### src/vsa_pkg.sv
package vsa_pkg;

  localparam int unsigned NumSlots  = 32;
  localparam int unsigned SlotW     = (NumSlots > 1) ? $clog2(NumSlots) : 1;
  localparam int unsigned CntW      = $clog2(NumSlots + 1);
  localparam int unsigned CmdW      = 3;
  localparam int unsigned InSlotW   = 5;
  localparam int unsigned GenW      = 16;
  localparam int unsigned TimeW     = 32;
  localparam int unsigned CountOutW = 6;
  localparam int unsigned CountMax  = 63;

  localparam logic [CmdW-1:0] CMD_ALLOCATE = 3'd0;
  localparam logic [CmdW-1:0] CMD_DISPOSE  = 3'd1;
  localparam logic [CmdW-1:0] CMD_QUERY    = 3'd2;
  localparam logic [CmdW-1:0] CMD_ENDED    = 3'd3;
  localparam logic [CmdW-1:0] CMD_STOP_ALL = 3'd4;

  typedef enum logic [1:0] {
    OP_NONE,
    OP_WRITE,
    OP_FREE,
    OP_CLEAR
  } cell_op_e;

  // broadcast from controller to every cell
  typedef struct packed {
    cell_op_e          op;
    logic [SlotW-1:0]  tgt;
    logic [GenW-1:0]   gen;
    logic [TimeW-1:0]  tm;
  } cell_ctl_t;

  // search token handed from cell to cell
  typedef struct packed {
    logic              vld;
    logic              fnd;
    logic              free;
    logic [SlotW-1:0]  idx;
    logic [TimeW-1:0]  tm;
  } scan_t;

  // per-cell status, already gated by the target select
  typedef struct packed {
    logic busy;
    logic gen_eq;
  } cell_stat_t;

endpackage

### src/vsa_if.sv
interface vsa_cmd_if;
  logic                          valid;
  logic                          ready;
  logic [vsa_pkg::CmdW-1:0]      command;
  logic [vsa_pkg::InSlotW-1:0]   slot;
  logic [vsa_pkg::GenW-1:0]      generation;
  logic [vsa_pkg::TimeW-1:0]     now_time;

  modport source (output valid, output command, output slot, output generation,
                  output now_time, input ready);
  modport sink   (input valid, input command, input slot, input generation,
                  input now_time, output ready);
endinterface

interface vsa_rsp_if;
  logic                            valid;
  logic                            ready;
  logic [vsa_pkg::InSlotW-1:0]     slot_out;
  logic [vsa_pkg::GenW-1:0]        generation_out;
  logic                            stolen;
  logic                            handle_valid;
  logic [vsa_pkg::CountOutW-1:0]   active_count;

  modport source (output valid, output slot_out, output generation_out, output stolen,
                  output handle_valid, output active_count, input ready);
  modport sink   (input valid, input slot_out, input generation_out, input stolen,
                  input handle_valid, input active_count, output ready);
endinterface

### src/voice_slot_allocator.sv
// Voice slot allocator: a table of NumSlots voice slots, one per cell of a
// chain. Each cell keeps its busy flag, 16-bit generation and 32-bit start
// time. Dispose, query, voice-ended, stop-all and unknown commands finish in
// the cycle they are taken; the response word is registered and shows up on
// the next cycle. Allocate sends a search token down the cell chain, one cell
// per clock, and responds once the token leaves the last cell; the token picks
// the lowest free slot, or if none is free the oldest busy one (lowest index
// on equal start times), and the result is written back to the chosen cell by
// broadcast. One command word is in flight at a time. A new command is taken
// while the previous response is being handed off, so short commands run one
// per cycle while replies are taken at once and no allocate is scanning.
// Every response carries the busy count after the step, saturated at 63.
module voice_slot_allocator (
  input  logic            clk_i,
  input  logic            rst_ni,
  vsa_cmd_if.sink         cmd_i,
  vsa_rsp_if.source       rsp_o
);

  localparam logic ST_IDLE = 1'b0;
  localparam logic ST_SCAN = 1'b1;

  localparam int unsigned WideW = vsa_pkg::SlotW + vsa_pkg::InSlotW;
  localparam int unsigned SatW  = vsa_pkg::CntW + 7;

  logic                            state_q, state_d;
  logic [vsa_pkg::CntW-1:0]        cnt_q, cnt_d;
  logic [vsa_pkg::GenW-1:0]        next_gen_q, next_gen_d;
  logic [vsa_pkg::TimeW-1:0]       tm_save_q;

  // response register
  logic                            out_vld_q, out_vld_d;
  logic [vsa_pkg::InSlotW-1:0]     o_slot_q, o_slot_d;
  logic [vsa_pkg::GenW-1:0]        o_gen_q, o_gen_d;
  logic                            o_stolen_q, o_stolen_d;
  logic                            o_hv_q, o_hv_d;
  logic [vsa_pkg::CountOutW-1:0]   o_cnt_q, o_cnt_d;
  logic                            load;

  logic                            accept;
  logic                            done;
  logic [WideW-1:0]                in_wide;
  logic [vsa_pkg::SlotW-1:0]       in_tgt;
  logic                            in_range;
  logic [WideW-1:0]                pick_wide;
  logic [SatW-1:0]                 cnt_ext;

  vsa_pkg::cell_op_e               op_d;
  vsa_pkg::cell_ctl_t              ctl;
  vsa_pkg::scan_t                  launch;
  vsa_pkg::scan_t                  chain [vsa_pkg::NumSlots+1];
  vsa_pkg::cell_stat_t             stat  [vsa_pkg::NumSlots];
  logic                            sel_busy;
  logic                            sel_gen_eq;

  assign cmd_i.ready = (state_q == ST_IDLE) & (~out_vld_q | rsp_o.ready);
  assign accept      = cmd_i.valid & cmd_i.ready;

  // slot field mapped onto the table index range
  assign in_wide  = WideW'(cmd_i.slot);
  assign in_tgt   = in_wide[vsa_pkg::SlotW-1:0];
  assign in_range = in_wide < WideW'(vsa_pkg::NumSlots);

  // the scan is done when the token reaches the end of the chain
  assign done = (state_q == ST_SCAN) & chain[vsa_pkg::NumSlots].vld;

  always_comb begin
    launch     = '0;
    launch.vld = accept & (cmd_i.command == vsa_pkg::CMD_ALLOCATE);
  end

  assign chain[0] = launch;

  // broadcast: on write-back the target comes from the scan result and the generation from the counter
  always_comb begin
    ctl.op = op_d;
    ctl.tm = tm_save_q;
    if (done) begin
      ctl.tgt = chain[vsa_pkg::NumSlots].idx;
      ctl.gen = next_gen_q;
    end else begin
      ctl.tgt = in_tgt;
      ctl.gen = cmd_i.generation;
    end
  end

  for (genvar i = 0; i < vsa_pkg::NumSlots; i++) begin : g_cell
    vsa_cell u_cell (
      .clk_i  (clk_i),
      .rst_ni (rst_ni),
      .idx_i  (vsa_pkg::SlotW'(i)),
      .ctl_i  (ctl),
      .scan_i (chain[i]),
      .scan_o (chain[i+1]),
      .stat_o (stat[i])
    );
  end

  // only the addressed cell reports, so an OR collects it
  always_comb begin
    sel_busy   = 1'b0;
    sel_gen_eq = 1'b0;
    for (int i = 0; i < vsa_pkg::NumSlots; i++) begin
      sel_busy   = sel_busy | stat[i].busy;
      sel_gen_eq = sel_gen_eq | stat[i].gen_eq;
    end
  end

  assign pick_wide = WideW'(chain[vsa_pkg::NumSlots].idx);

  always_comb begin
    state_d    = state_q;
    cnt_d      = cnt_q;
    next_gen_d = next_gen_q;
    op_d       = vsa_pkg::OP_NONE;
    load       = 1'b0;
    out_vld_d  = out_vld_q & ~rsp_o.ready;
    o_slot_d   = cmd_i.slot;
    o_gen_d    = '0;
    o_stolen_d = 1'b0;
    o_hv_d     = 1'b0;
    if (done) begin
      op_d       = vsa_pkg::OP_WRITE;
      load       = 1'b1;
      state_d    = ST_IDLE;
      next_gen_d = next_gen_q + vsa_pkg::GenW'(1);
      o_slot_d   = pick_wide[vsa_pkg::InSlotW-1:0];
      o_gen_d    = next_gen_q;
      o_stolen_d = ~chain[vsa_pkg::NumSlots].free;
      o_hv_d     = 1'b1;
      if (chain[vsa_pkg::NumSlots].free) begin
        cnt_d = cnt_q + vsa_pkg::CntW'(1);
      end
    end else if (accept) begin
      load = 1'b1;
      unique case (cmd_i.command)
        vsa_pkg::CMD_ALLOCATE: begin
          load    = 1'b0;
          state_d = ST_SCAN;
        end
        vsa_pkg::CMD_DISPOSE: begin
          // a matching generation frees the slot even if it is already free
          if (in_range && sel_gen_eq) begin
            op_d   = vsa_pkg::OP_FREE;
            o_hv_d = 1'b1;
            if (sel_busy) begin
              cnt_d = cnt_q - vsa_pkg::CntW'(1);
            end
          end
        end
        vsa_pkg::CMD_QUERY: begin
          o_hv_d = in_range & sel_busy & sel_gen_eq;
        end
        vsa_pkg::CMD_ENDED: begin
          if (in_range && sel_busy) begin
            op_d   = vsa_pkg::OP_FREE;
            o_hv_d = 1'b1;
            cnt_d  = cnt_q - vsa_pkg::CntW'(1);
          end
        end
        vsa_pkg::CMD_STOP_ALL: begin
          op_d  = vsa_pkg::OP_CLEAR;
          cnt_d = '0;
        end
        default: ;
      endcase
    end
    if (load) begin
      out_vld_d = 1'b1;
    end
  end

  // busy count saturates at the field maximum
  assign cnt_ext = SatW'(cnt_d);
  assign o_cnt_d = (cnt_ext > SatW'(vsa_pkg::CountMax)) ?
                   vsa_pkg::CountOutW'(vsa_pkg::CountMax) :
                   cnt_ext[vsa_pkg::CountOutW-1:0];

  always_ff @(posedge clk_i or negedge rst_ni) begin
    if (!rst_ni) begin
      state_q    <= ST_IDLE;
      cnt_q      <= '0;
      next_gen_q <= '0;
      out_vld_q  <= 1'b0;
    end else begin
      state_q    <= state_d;
      cnt_q      <= cnt_d;
      next_gen_q <= next_gen_d;
      out_vld_q  <= out_vld_d;
    end
  end

  always_ff @(posedge clk_i) begin
    if (accept) begin
      tm_save_q <= cmd_i.now_time;
    end
    if (load) begin
      o_slot_q   <= o_slot_d;
      o_gen_q    <= o_gen_d;
      o_stolen_q <= o_stolen_d;
      o_hv_q     <= o_hv_d;
      o_cnt_q    <= o_cnt_d;
    end
  end

  assign rsp_o.valid          = out_vld_q;
  assign rsp_o.slot_out       = o_slot_q;
  assign rsp_o.generation_out = o_gen_q;
  assign rsp_o.stolen         = o_stolen_q;
  assign rsp_o.handle_valid   = o_hv_q;
  assign rsp_o.active_count   = o_cnt_q;

endmodule

### src/vsa_cell.sv
module vsa_cell (
  input  logic                        clk_i,
  input  logic                        rst_ni,
  input  logic [vsa_pkg::SlotW-1:0]   idx_i,
  input  vsa_pkg::cell_ctl_t          ctl_i,
  input  vsa_pkg::scan_t              scan_i,
  output vsa_pkg::scan_t              scan_o,
  output vsa_pkg::cell_stat_t         stat_o
);

  logic                       busy_q, busy_d;
  logic [vsa_pkg::GenW-1:0]   gen_q, gen_d;
  logic [vsa_pkg::TimeW-1:0]  tm_q, tm_d;
  vsa_pkg::scan_t             scan_q, scan_d;
  logic                       sel;

  assign sel = (idx_i == ctl_i.tgt);

  always_comb begin
    busy_d = busy_q;
    gen_d  = gen_q;
    tm_d   = tm_q;
    unique case (ctl_i.op)
      vsa_pkg::OP_WRITE: begin
        if (sel) begin
          busy_d = 1'b1;
          gen_d  = ctl_i.gen;
          tm_d   = ctl_i.tm;
        end
      end
      vsa_pkg::OP_FREE: begin
        if (sel) begin
          busy_d = 1'b0;
        end
      end
      vsa_pkg::OP_CLEAR: busy_d = 1'b0;
      default: ;
    endcase
  end

  // first free slot wins; otherwise keep the oldest, earlier cell on ties
  always_comb begin
    scan_d = scan_i;
    if (scan_i.vld && !scan_i.free) begin
      if (!busy_q) begin
        scan_d.fnd  = 1'b1;
        scan_d.free = 1'b1;
        scan_d.idx  = idx_i;
      end else if (!scan_i.fnd || (tm_q < scan_i.tm)) begin
        scan_d.fnd = 1'b1;
        scan_d.idx = idx_i;
        scan_d.tm  = tm_q;
      end
    end
  end

  always_ff @(posedge clk_i or negedge rst_ni) begin
    if (!rst_ni) begin
      busy_q <= 1'b0;
      gen_q  <= '0;
      scan_q <= '0;
    end else begin
      busy_q <= busy_d;
      gen_q  <= gen_d;
      scan_q <= scan_d;
    end
  end

  // start time is only read on busy slots, which were written first
  always_ff @(posedge clk_i) begin
    tm_q <= tm_d;
  end

  assign scan_o        = scan_q;
  assign stat_o.busy   = sel & busy_q;
  assign stat_o.gen_eq = sel & (gen_q == ctl_i.gen);

endmodule

### src/flat_wrapper.sv
// flat-port wrapper written by rule: the top's interface ports become plain ports
module voice_slot_allocator_flat 
  (clk_i, rst_ni, cmd_i_valid, cmd_i_command, cmd_i_slot, cmd_i_generation, cmd_i_now_time, cmd_i_ready, rsp_o_valid, rsp_o_slot_out, rsp_o_generation_out, rsp_o_stolen, rsp_o_handle_valid, rsp_o_active_count, rsp_o_ready);
  vsa_cmd_if cmd_i_i ();
  vsa_rsp_if rsp_o_i ();
  input  logic clk_i;
  input  logic rst_ni;
  input wire logic [$bits(cmd_i_i.valid)-1:0] cmd_i_valid;
  input wire logic [$bits(cmd_i_i.command)-1:0] cmd_i_command;
  input wire logic [$bits(cmd_i_i.slot)-1:0] cmd_i_slot;
  input wire logic [$bits(cmd_i_i.generation)-1:0] cmd_i_generation;
  input wire logic [$bits(cmd_i_i.now_time)-1:0] cmd_i_now_time;
  output wire logic [$bits(cmd_i_i.ready)-1:0] cmd_i_ready;
  output wire logic [$bits(rsp_o_i.valid)-1:0] rsp_o_valid;
  output wire logic [$bits(rsp_o_i.slot_out)-1:0] rsp_o_slot_out;
  output wire logic [$bits(rsp_o_i.generation_out)-1:0] rsp_o_generation_out;
  output wire logic [$bits(rsp_o_i.stolen)-1:0] rsp_o_stolen;
  output wire logic [$bits(rsp_o_i.handle_valid)-1:0] rsp_o_handle_valid;
  output wire logic [$bits(rsp_o_i.active_count)-1:0] rsp_o_active_count;
  input wire logic [$bits(rsp_o_i.ready)-1:0] rsp_o_ready;
  assign cmd_i_i.valid = cmd_i_valid;
  assign cmd_i_i.command = cmd_i_command;
  assign cmd_i_i.slot = cmd_i_slot;
  assign cmd_i_i.generation = cmd_i_generation;
  assign cmd_i_i.now_time = cmd_i_now_time;
  assign cmd_i_ready = cmd_i_i.ready;
  assign rsp_o_valid = rsp_o_i.valid;
  assign rsp_o_slot_out = rsp_o_i.slot_out;
  assign rsp_o_generation_out = rsp_o_i.generation_out;
  assign rsp_o_stolen = rsp_o_i.stolen;
  assign rsp_o_handle_valid = rsp_o_i.handle_valid;
  assign rsp_o_active_count = rsp_o_i.active_count;
  assign rsp_o_i.ready = rsp_o_ready;
  voice_slot_allocator u_core (.clk_i(clk_i), .rst_ni(rst_ni), .cmd_i(cmd_i_i), .rsp_o(rsp_o_i));
endmodule
### config.mk
export PLATFORM = sky130hd
export DESIGN_NAME = voice_slot_allocator_flat
export DESIGN_NICKNAME = d
export VERILOG_FILES = /design/src/vsa_pkg.sv /design/src/vsa_if.sv /design/src/voice_slot_allocator.sv /design/src/vsa_cell.sv /design/src/flat_wrapper.sv
export SDC_FILE = /design/constraint.sdc
export NUM_CORES = 2
export LEC_CHECK = 0
export BUFFER_PORTS_ARGS = -buffer_cell sky130_fd_sc_hd__buf_4
export CAP_MARGIN = 40
export CORE_MARGIN = 2
export CORE_UTILIZATION = 24
export DETAILED_ROUTE_END_ITERATION = 8
export PLACE_DENSITY = 0.48
export SETUP_SLACK_MARGIN = 0.15
export SKIP_CTS_REPAIR_TIMING = 1
export SYNTH_ARGS = -nofsm -noshare
export SYNTH_HDL_FRONTEND = slang
export SYNTH_SLANG_ARGS = --single-unit
### constraint.sdc
create_clock -name clk_i -period 8.3 [get_ports clk_i]
set_input_delay 0.415 -clock clk_i [delete_from_list [all_inputs] [get_ports clk_i]]
set_output_delay 0.415 -clock clk_i [all_outputs]
set_load 0.02 [all_outputs]
# Yosys cells after proc, flatten, opt, wreduce, memory -nomap -nowiden
# Cells that the tools add are included.
# totals
register_bits	2900
output_inout_bits	31
word_cells	1107
in_bits	60
# classes
n_addsub	3
n_eq_ne	134
n_lt_le_gt_ge	33
n_reduce_logical	196
n_bitwise	138
muxes	339
# op_table
cell	n
$mux W39	31
$mux W37	31
$mux W32	32
$lt A32 B32 Y1	31
$eq A16 B16 Y1	32
$mux W1	166
$mux W5	32
$ne A2 B2 Y1 const B	64
$pmux W1 S3	33
$reduce_and A3 Y1	32
$eq A5 B5 Y1 const A	16
$and A1 B1 Y1	71
$reduce_and A2 Y1	33
$or A1 B1 Y1	63
$logic_not A1 Y1	62
$eq A4 B5 Y1 const A	8
$mux W38	1
$mux W6	6
$logic_and A1 B1 Y1	33
$logic_or A1 B1 Y1	31
$mux W21	1
$eq A3 B5 Y1 const A	4
$pmux W6 S3	1
$add A16 B1 Y16 const B	1
other kinds (18)	28

# Longest topological paths before layout
# depth
word_depth	43
depth_mapped	17

# Cells and area by module
# A second synthesis with hierarchy kept.
# unflattened
cells_unflattened	10061
hier_area_um2	140624.9
# modules_own_cells
module	seq_area_each_um2	area_each_um2	cells_each	n_inst
vsa_cell (u_core.g_cell[0].u_cell ...)	2387.3	4274.1	305	29
vsa_cell (u_core.g_cell[7].u_cell ...)	2387.3	4301.6	307	3
voice_slot_allocator	2432.3	3771.1	295	1

# Worst setup path before layout
# No wires, ideal clock.
# synth_timing
kind	register to register
startpoint	register u_core.state_q
endpoint	register u_core.o_cnt_q (netlist bit u_core.rsp_o.active_count[0]), enable pin
arrival_ns	3.803
synth_period_minus_slack_ns	4.261
slack_ns	4.039
setup_ns	0.458
required_time_ns	7.842
path_stages_with_launch	8
path_buffers	4
cell_sequence	dfrtp_1 -> buf_4 -> buf_4 -> buf_4 -> a21oi_1 -> nand2_1 -> clkbuf_1 -> o21ai_0
# synth_via
elab_chain_len	5
elab_cells_between_ends	6
# synth_lines
element	line	rtl
start, declared	voice_slot_allocator.sv:26	logic state_q, state_d;
start signal, assigned	voice_slot_allocator.sv:186	state_q <= state_d;
$not A1 Y1	voice_slot_allocator.sv:56	assign cmd_i.ready = (state_q == ST_IDLE) & (~out_vld_q | rsp_o.ready);
$and A1 B1 Y1	voice_slot_allocator.sv:56	
named net cmd_i_ready	flat_wrapper.sv:13	output wire logic [$bits(cmd_i_i.ready)-1:0] cmd_i_ready;
$and A1 B1 Y1	voice_slot_allocator.sv:57	assign accept = cmd_i.valid & cmd_i.ready;
$mux W1	voice_slot_allocator.sv:134	end else if (accept) begin
$mux W1	voice_slot_allocator.sv:122	if (done) begin
named net u_core.load	voice_slot_allocator.sv:38	logic load;
end signal, assigned	voice_slot_allocator.sv:202	o_cnt_q <= o_cnt_d;
end, declared	voice_slot_allocator.sv:37	logic [vsa_pkg::CountOutW-1:0] o_cnt_q, o_cnt_d;
# The timed path passes the listed nets, and every way through them passes these cells.
# A chain may end at the register's enable or synchronous reset.

# Final worst setup path
# layout_timing
startpoint	register u_core.g_cell[31].u_cell.scan_q (netlist bit u_core.g_cell[31].u_cell.scan_o[39])
endpoint	register u_core.o_cnt_q (netlist bit u_core.rsp_o.active_count[0]) (data pin)
# layout_via
elab_chain_len	41
elab_cells_between_ends	201
# layout_lines
element	line	rtl
start, declared	vsa_cell.sv:14	vsa_pkg::scan_t scan_q, scan_d;
start signal, assigned	vsa_cell.sv:65	scan_q <= scan_d;
$and A1 B1 Y1 *	voice_slot_allocator.sv:65	assign done = (state_q == ST_SCAN) & chain[vsa_pkg::NumSlots].vld;
$mux W21	voice_slot_allocator.sv:78	if (done) begin
$eq A16 B16 Y1, or another cell as far along	vsa_cell.sv:76	assign stat_o.gen_eq = sel & (gen_q == ctl_i.gen);
$and A1 B1 Y1 (on tied branches)	vsa_cell.sv:76, vsa_cell.sv:75	
$or A1 B1 Y1 (on tied branches) (31 in series)	voice_slot_allocator.sv:105, voice_slot_allocator.sv:104	
$logic_and A1 B1 Y1, or another cell as far along	voice_slot_allocator.sv:143	if (in_range && sel_gen_eq) begin
$mux W6 (on tied branches)	voice_slot_allocator.sv:143, voice_slot_allocator.sv:155	
$pmux W6 S3	voice_slot_allocator.sv:136	unique case (cmd_i.command)
$mux W6	voice_slot_allocator.sv:134	
$mux W6 *	voice_slot_allocator.sv:122	
$gt A6 B6 Y1	voice_slot_allocator.sv:175	assign o_cnt_d = (cnt_ext > SatW'(vsa_pkg::CountMax)) ?
# Mark *: on every way between the ends. The rest lies on a longest branch, timed or not.

==> summary.md <==
| Metric | Value |
|---|---|
| Max-cap violations | 0 |
| Vias/cell | 4.48 |
| Library cell occupying the most area in the post-synthesis netlist | dfrtp_1 |
| DRC | 0 |
| Global placer's final weighted congestion | 0.866 |
| Leading cell types in the layout, fill and taps excluded | dfrtp_1, inv_1, edfxtp_1 |
| Power density over the cells | 212 mW/mm^2 |
| First-pass GRT wire length | 588,000 um |
| Result of the run | finished clean |
| Synth cell types | 92 |
| Type of the worst setup path | flip-flop to flip-flop |
| Number of optimization iterations in the first detailed-route pass | 6 |
| Number of nets in the synthesized netlist | 11,931 |
| Final clock skew | 0.110 ns |
| Worst EP required | 9.01 ns |
| Area of the core | 0.556 sq mm |
| Final core occ | 0.282 |
| Initial antenna violation count | 33 |
| Warnings from Yosys | 0 |
| Bufs on Longest Clock Path | 4 |
| Number of max-slew violations in the final report | 0 |
| Final WL | 396,000 um |
| Startpoint class of the critical path | flip-flop |
| F_max | 157 MHz |
| GRT Total Usage | 0.138 |
| TritonCTS clock tree | yes |
| Setup WS pre-CTS | 2.08 ns |
| Final number of setup-violating endpoints | 0 |
| Commonest register cell after synthesis | dfrtp_1 |
| Post-synthesis instance total | 10,907 |
| Global route overflow | 0 |
| Clock H-tree levels | 5 |
| Top post-synthesis cells by area | dfrtp_1, edfxtp_1, ha_1 |
| Fraction of layout instances using a drive strength above 1 | 0.166 |
| Synthesis-to-layout area growth | 17.0% |
| Number of nets with antenna violations after routing | 0 |
| Part of the Yosys area used for sequential elements | 0.577 |
| Critical path fanouts, max | 61 |
| Worst-case vdd ir drop | 0.182 mV |
| Relative slew margins | 0.275 |
| Detailed-placement wirelength estimate | 271,000 um |
| Largest net degree at the start of global routing | 165 |
| Final Cell Area | 0.157 sq mm |
| Buffer cell driving the clock tree root | clkbuf_16 |
| Setup repair after global routing missed its margin | false |
| Std-Cell Rows | 274 |
| Final setup margin | 1.92 ns |
| Clock latency at the later pin of the worst-skew pair | 0.96 ns |
| # IOs | 91 |
| Share of the synthesized area in the top cell type | 0.333 |
| Initial cell density of the core | 0.241 |
| Mean area per synthesized cell | 12.3 sq um |
| Most common cell after layout, fill and taps aside | dfrtp_1 |
| Total vias in the final route | 84,620 |
| Die boundary height | 751 um |
| Endpoint kind of the worst setup timing path | flip-flop |
| Final worst path period share | 0.768 |
| Die area | 0.563 sq mm |
| Number of flip-flops and latches in the synthesized netlist | 2,868 |
| Data arrival, critical path | 7.08 ns |
| Clock sink total | 2,868 |
| Clock slew at reported path FFs | 0.06 ns |
| Leakage | 66.0 nW |
| Fill count | 57,279 |
| Number of clock buffers inserted by TritonCTS | 331 |
| Hold violation count in the final report | 0 |
| Post-route setup TNS | 0 ns |
| Violation count after the first detailed-routing iteration | 6,486 |
| Worst-Margin Slew | 1.06 ns |
| EDFF count, synth | 1,085 |
| Post-synthesis instance area | 0.134 sq mm |
| Post-Place Cell Area | 0.145 sq mm |
| Post-synthesis async set-or-reset flop share | 0.622 |
| Count of nets after finishing | 12,175 |
| Routed wire length per instance | 21.0 um |
| Die extent in x | 751 um |
| Port Buf Inserts | 90 |
| Hold crit path type | input port to flip-flop |
| Final Critical Period | 6.38 ns |
| Via count of the first global-routing pass | 85,784 |
cells by family after synthesis:
kind of cell	after synthesis	share of synthesized area
xor gates and xnor gates	415	0.0272
buffers and inverters	1603	0.0463
DFF	2868	0.577
and+or+nand+nor	2078	0.0811
adders and majority gates	964	0.0901
muxes	900	0.0757
AOI/OAI and AO/OA	2079	0.103
metrics by stage:
step           total power [W]  instances  hold WS (ns)
6_report                0.0333      18900        0.0305
5_1_grt                 0.0345      18890        0.0186
3_3_place_gp            0.0183      18178         0.376
3_5_place_dp            0.0184      18231         0.378
2_1_floorplan           0.0169      10907         0.119
4_1_cts                 0.0337      18850        -0.619
worst max-delay path, cell delays in order (launching register included):
cell and delay, ns:
dfrtp_2 0.97, nand2_8 0.65, a21oi_4 0.80, buf_4 0.68
xor2_1 0.14, nand4_1 0.11, nor4_1 0.07, a2111oi_1 0.82
nand4_2 0.42, o31ai_2 0.79, nor3_1 0.13, or3_1 0.41
where the power goes:
group | switching, W | internal [W] | total, W
clock | 0.00618 | 0.00903 | 0.0152
combinational | 0.00171 | 0.000638 | 0.00234
sequential | 0.000390 | 0.0153 | 0.0157
metal layers:
layer / wire, um / global-route usage / vias up
met5: 82 / 0 / -
met4: 13000 / 0.0419 / 12
met3: 18200 / 0.0188 / 649
met2: 187000 / 0.231 / 1922
met1: 178000 / 0.186 / 42593
li1: - / - / 39444
flip-flops by register name, summed over array words and instances, names as in the netlist, 5 cells and up:
register,count
u_core.cnt_q,6
u_core.g_cell.u_cell.busy_q,32
u_core.g_cell.u_cell.gen_q,512
u_core.g_cell.u_cell.scan_o,1215
u_core.g_cell.u_cell.tm_q,1024
u_core.next_gen_q,16
u_core.rsp_o.active_count,6
u_core.rsp_o.generation_out,16
u_core.rsp_o.slot_out,5
u_core.tm_save_q,32
cell usage after synthesis, drive strengths merged, types with 16 or more instances:
cell / number
nor3: 59
xor2: 216
dfrtp: 1783
nor2: 485
a21bo: 22
nor4: 146
a41oi: 26
o22ai: 16
o21ai: 366
nand2b: 112
clkbuf: 323
inv: 1124
nor2b: 55
nand2: 380
xnor2: 199
a21o: 594
o2111ai: 80
ha: 964
o31ai: 25
edfxtp: 1085
a21oi: 619
nand4: 312
and3: 181
nand3: 131
and2: 51
or2: 37
buf: 154
a211oi: 16
a221o: 27
o211a: 25
a311oi: 62
nor3b: 67
o21bai: 47
mux2: 896
a31oi: 40
worst paths after layout:
path,cells after the start,slack [ns],endpoint,start
worst max-delay path,11,1.92,u_core.rsp_o.active_count[0]$_SDFFCE_PN1P_,u_core.g_cell[31].u_cell.scan_o[39]$_DFF_PN0_
worst max register to register,11,1.92,u_core.rsp_o.active_count[0]$_SDFFCE_PN1P_,u_core.g_cell[31].u_cell.scan_o[39]$_DFF_PN0_
min in group asynchronous,2,0.15,u_core.g_cell[25].u_cell.scan_o[0]$_DFF_PN0_,rst_ni
worst min-delay path,3,0.03,u_core.g_cell[18].u_cell.gen_q[2]$_DFFE_PN0P_,cmd_i_generation[2]
max in group asynchronous,4,6.08,u_core.g_cell[17].u_cell.gen_q[5]$_DFFE_PN0P_,rst_ni
worst min register to register,0,0.39,u_core.g_cell[18].u_cell.scan_o[39]$_DFF_PN0_,u_core.g_cell[17].u_cell.scan_o[39]$_DFF_PN0_
layout make-up:
| cell class | instances | area, sq um | area share |
|---|---|---|---|
| Inverter | 1126 | 4230 | 0.0270 |
| Tap cell | 7452 | 9320 | 0.0595 |
| Multi-Input combinational cell | 6436 | 50700 | 0.324 |
| Antenna cell | 11 | 27.5 | 0.000176 |
| Sequential cell | 2868 | 77200 | 0.493 |
| Clock inverter | 129 | 1720 | 0.0110 |
| Clock buffer | 490 | 9660 | 0.0617 |
| Timing Repair Buffer | 388 | 3700 | 0.0236 |
No activity file was read; power rests on OpenSTA's default activity.
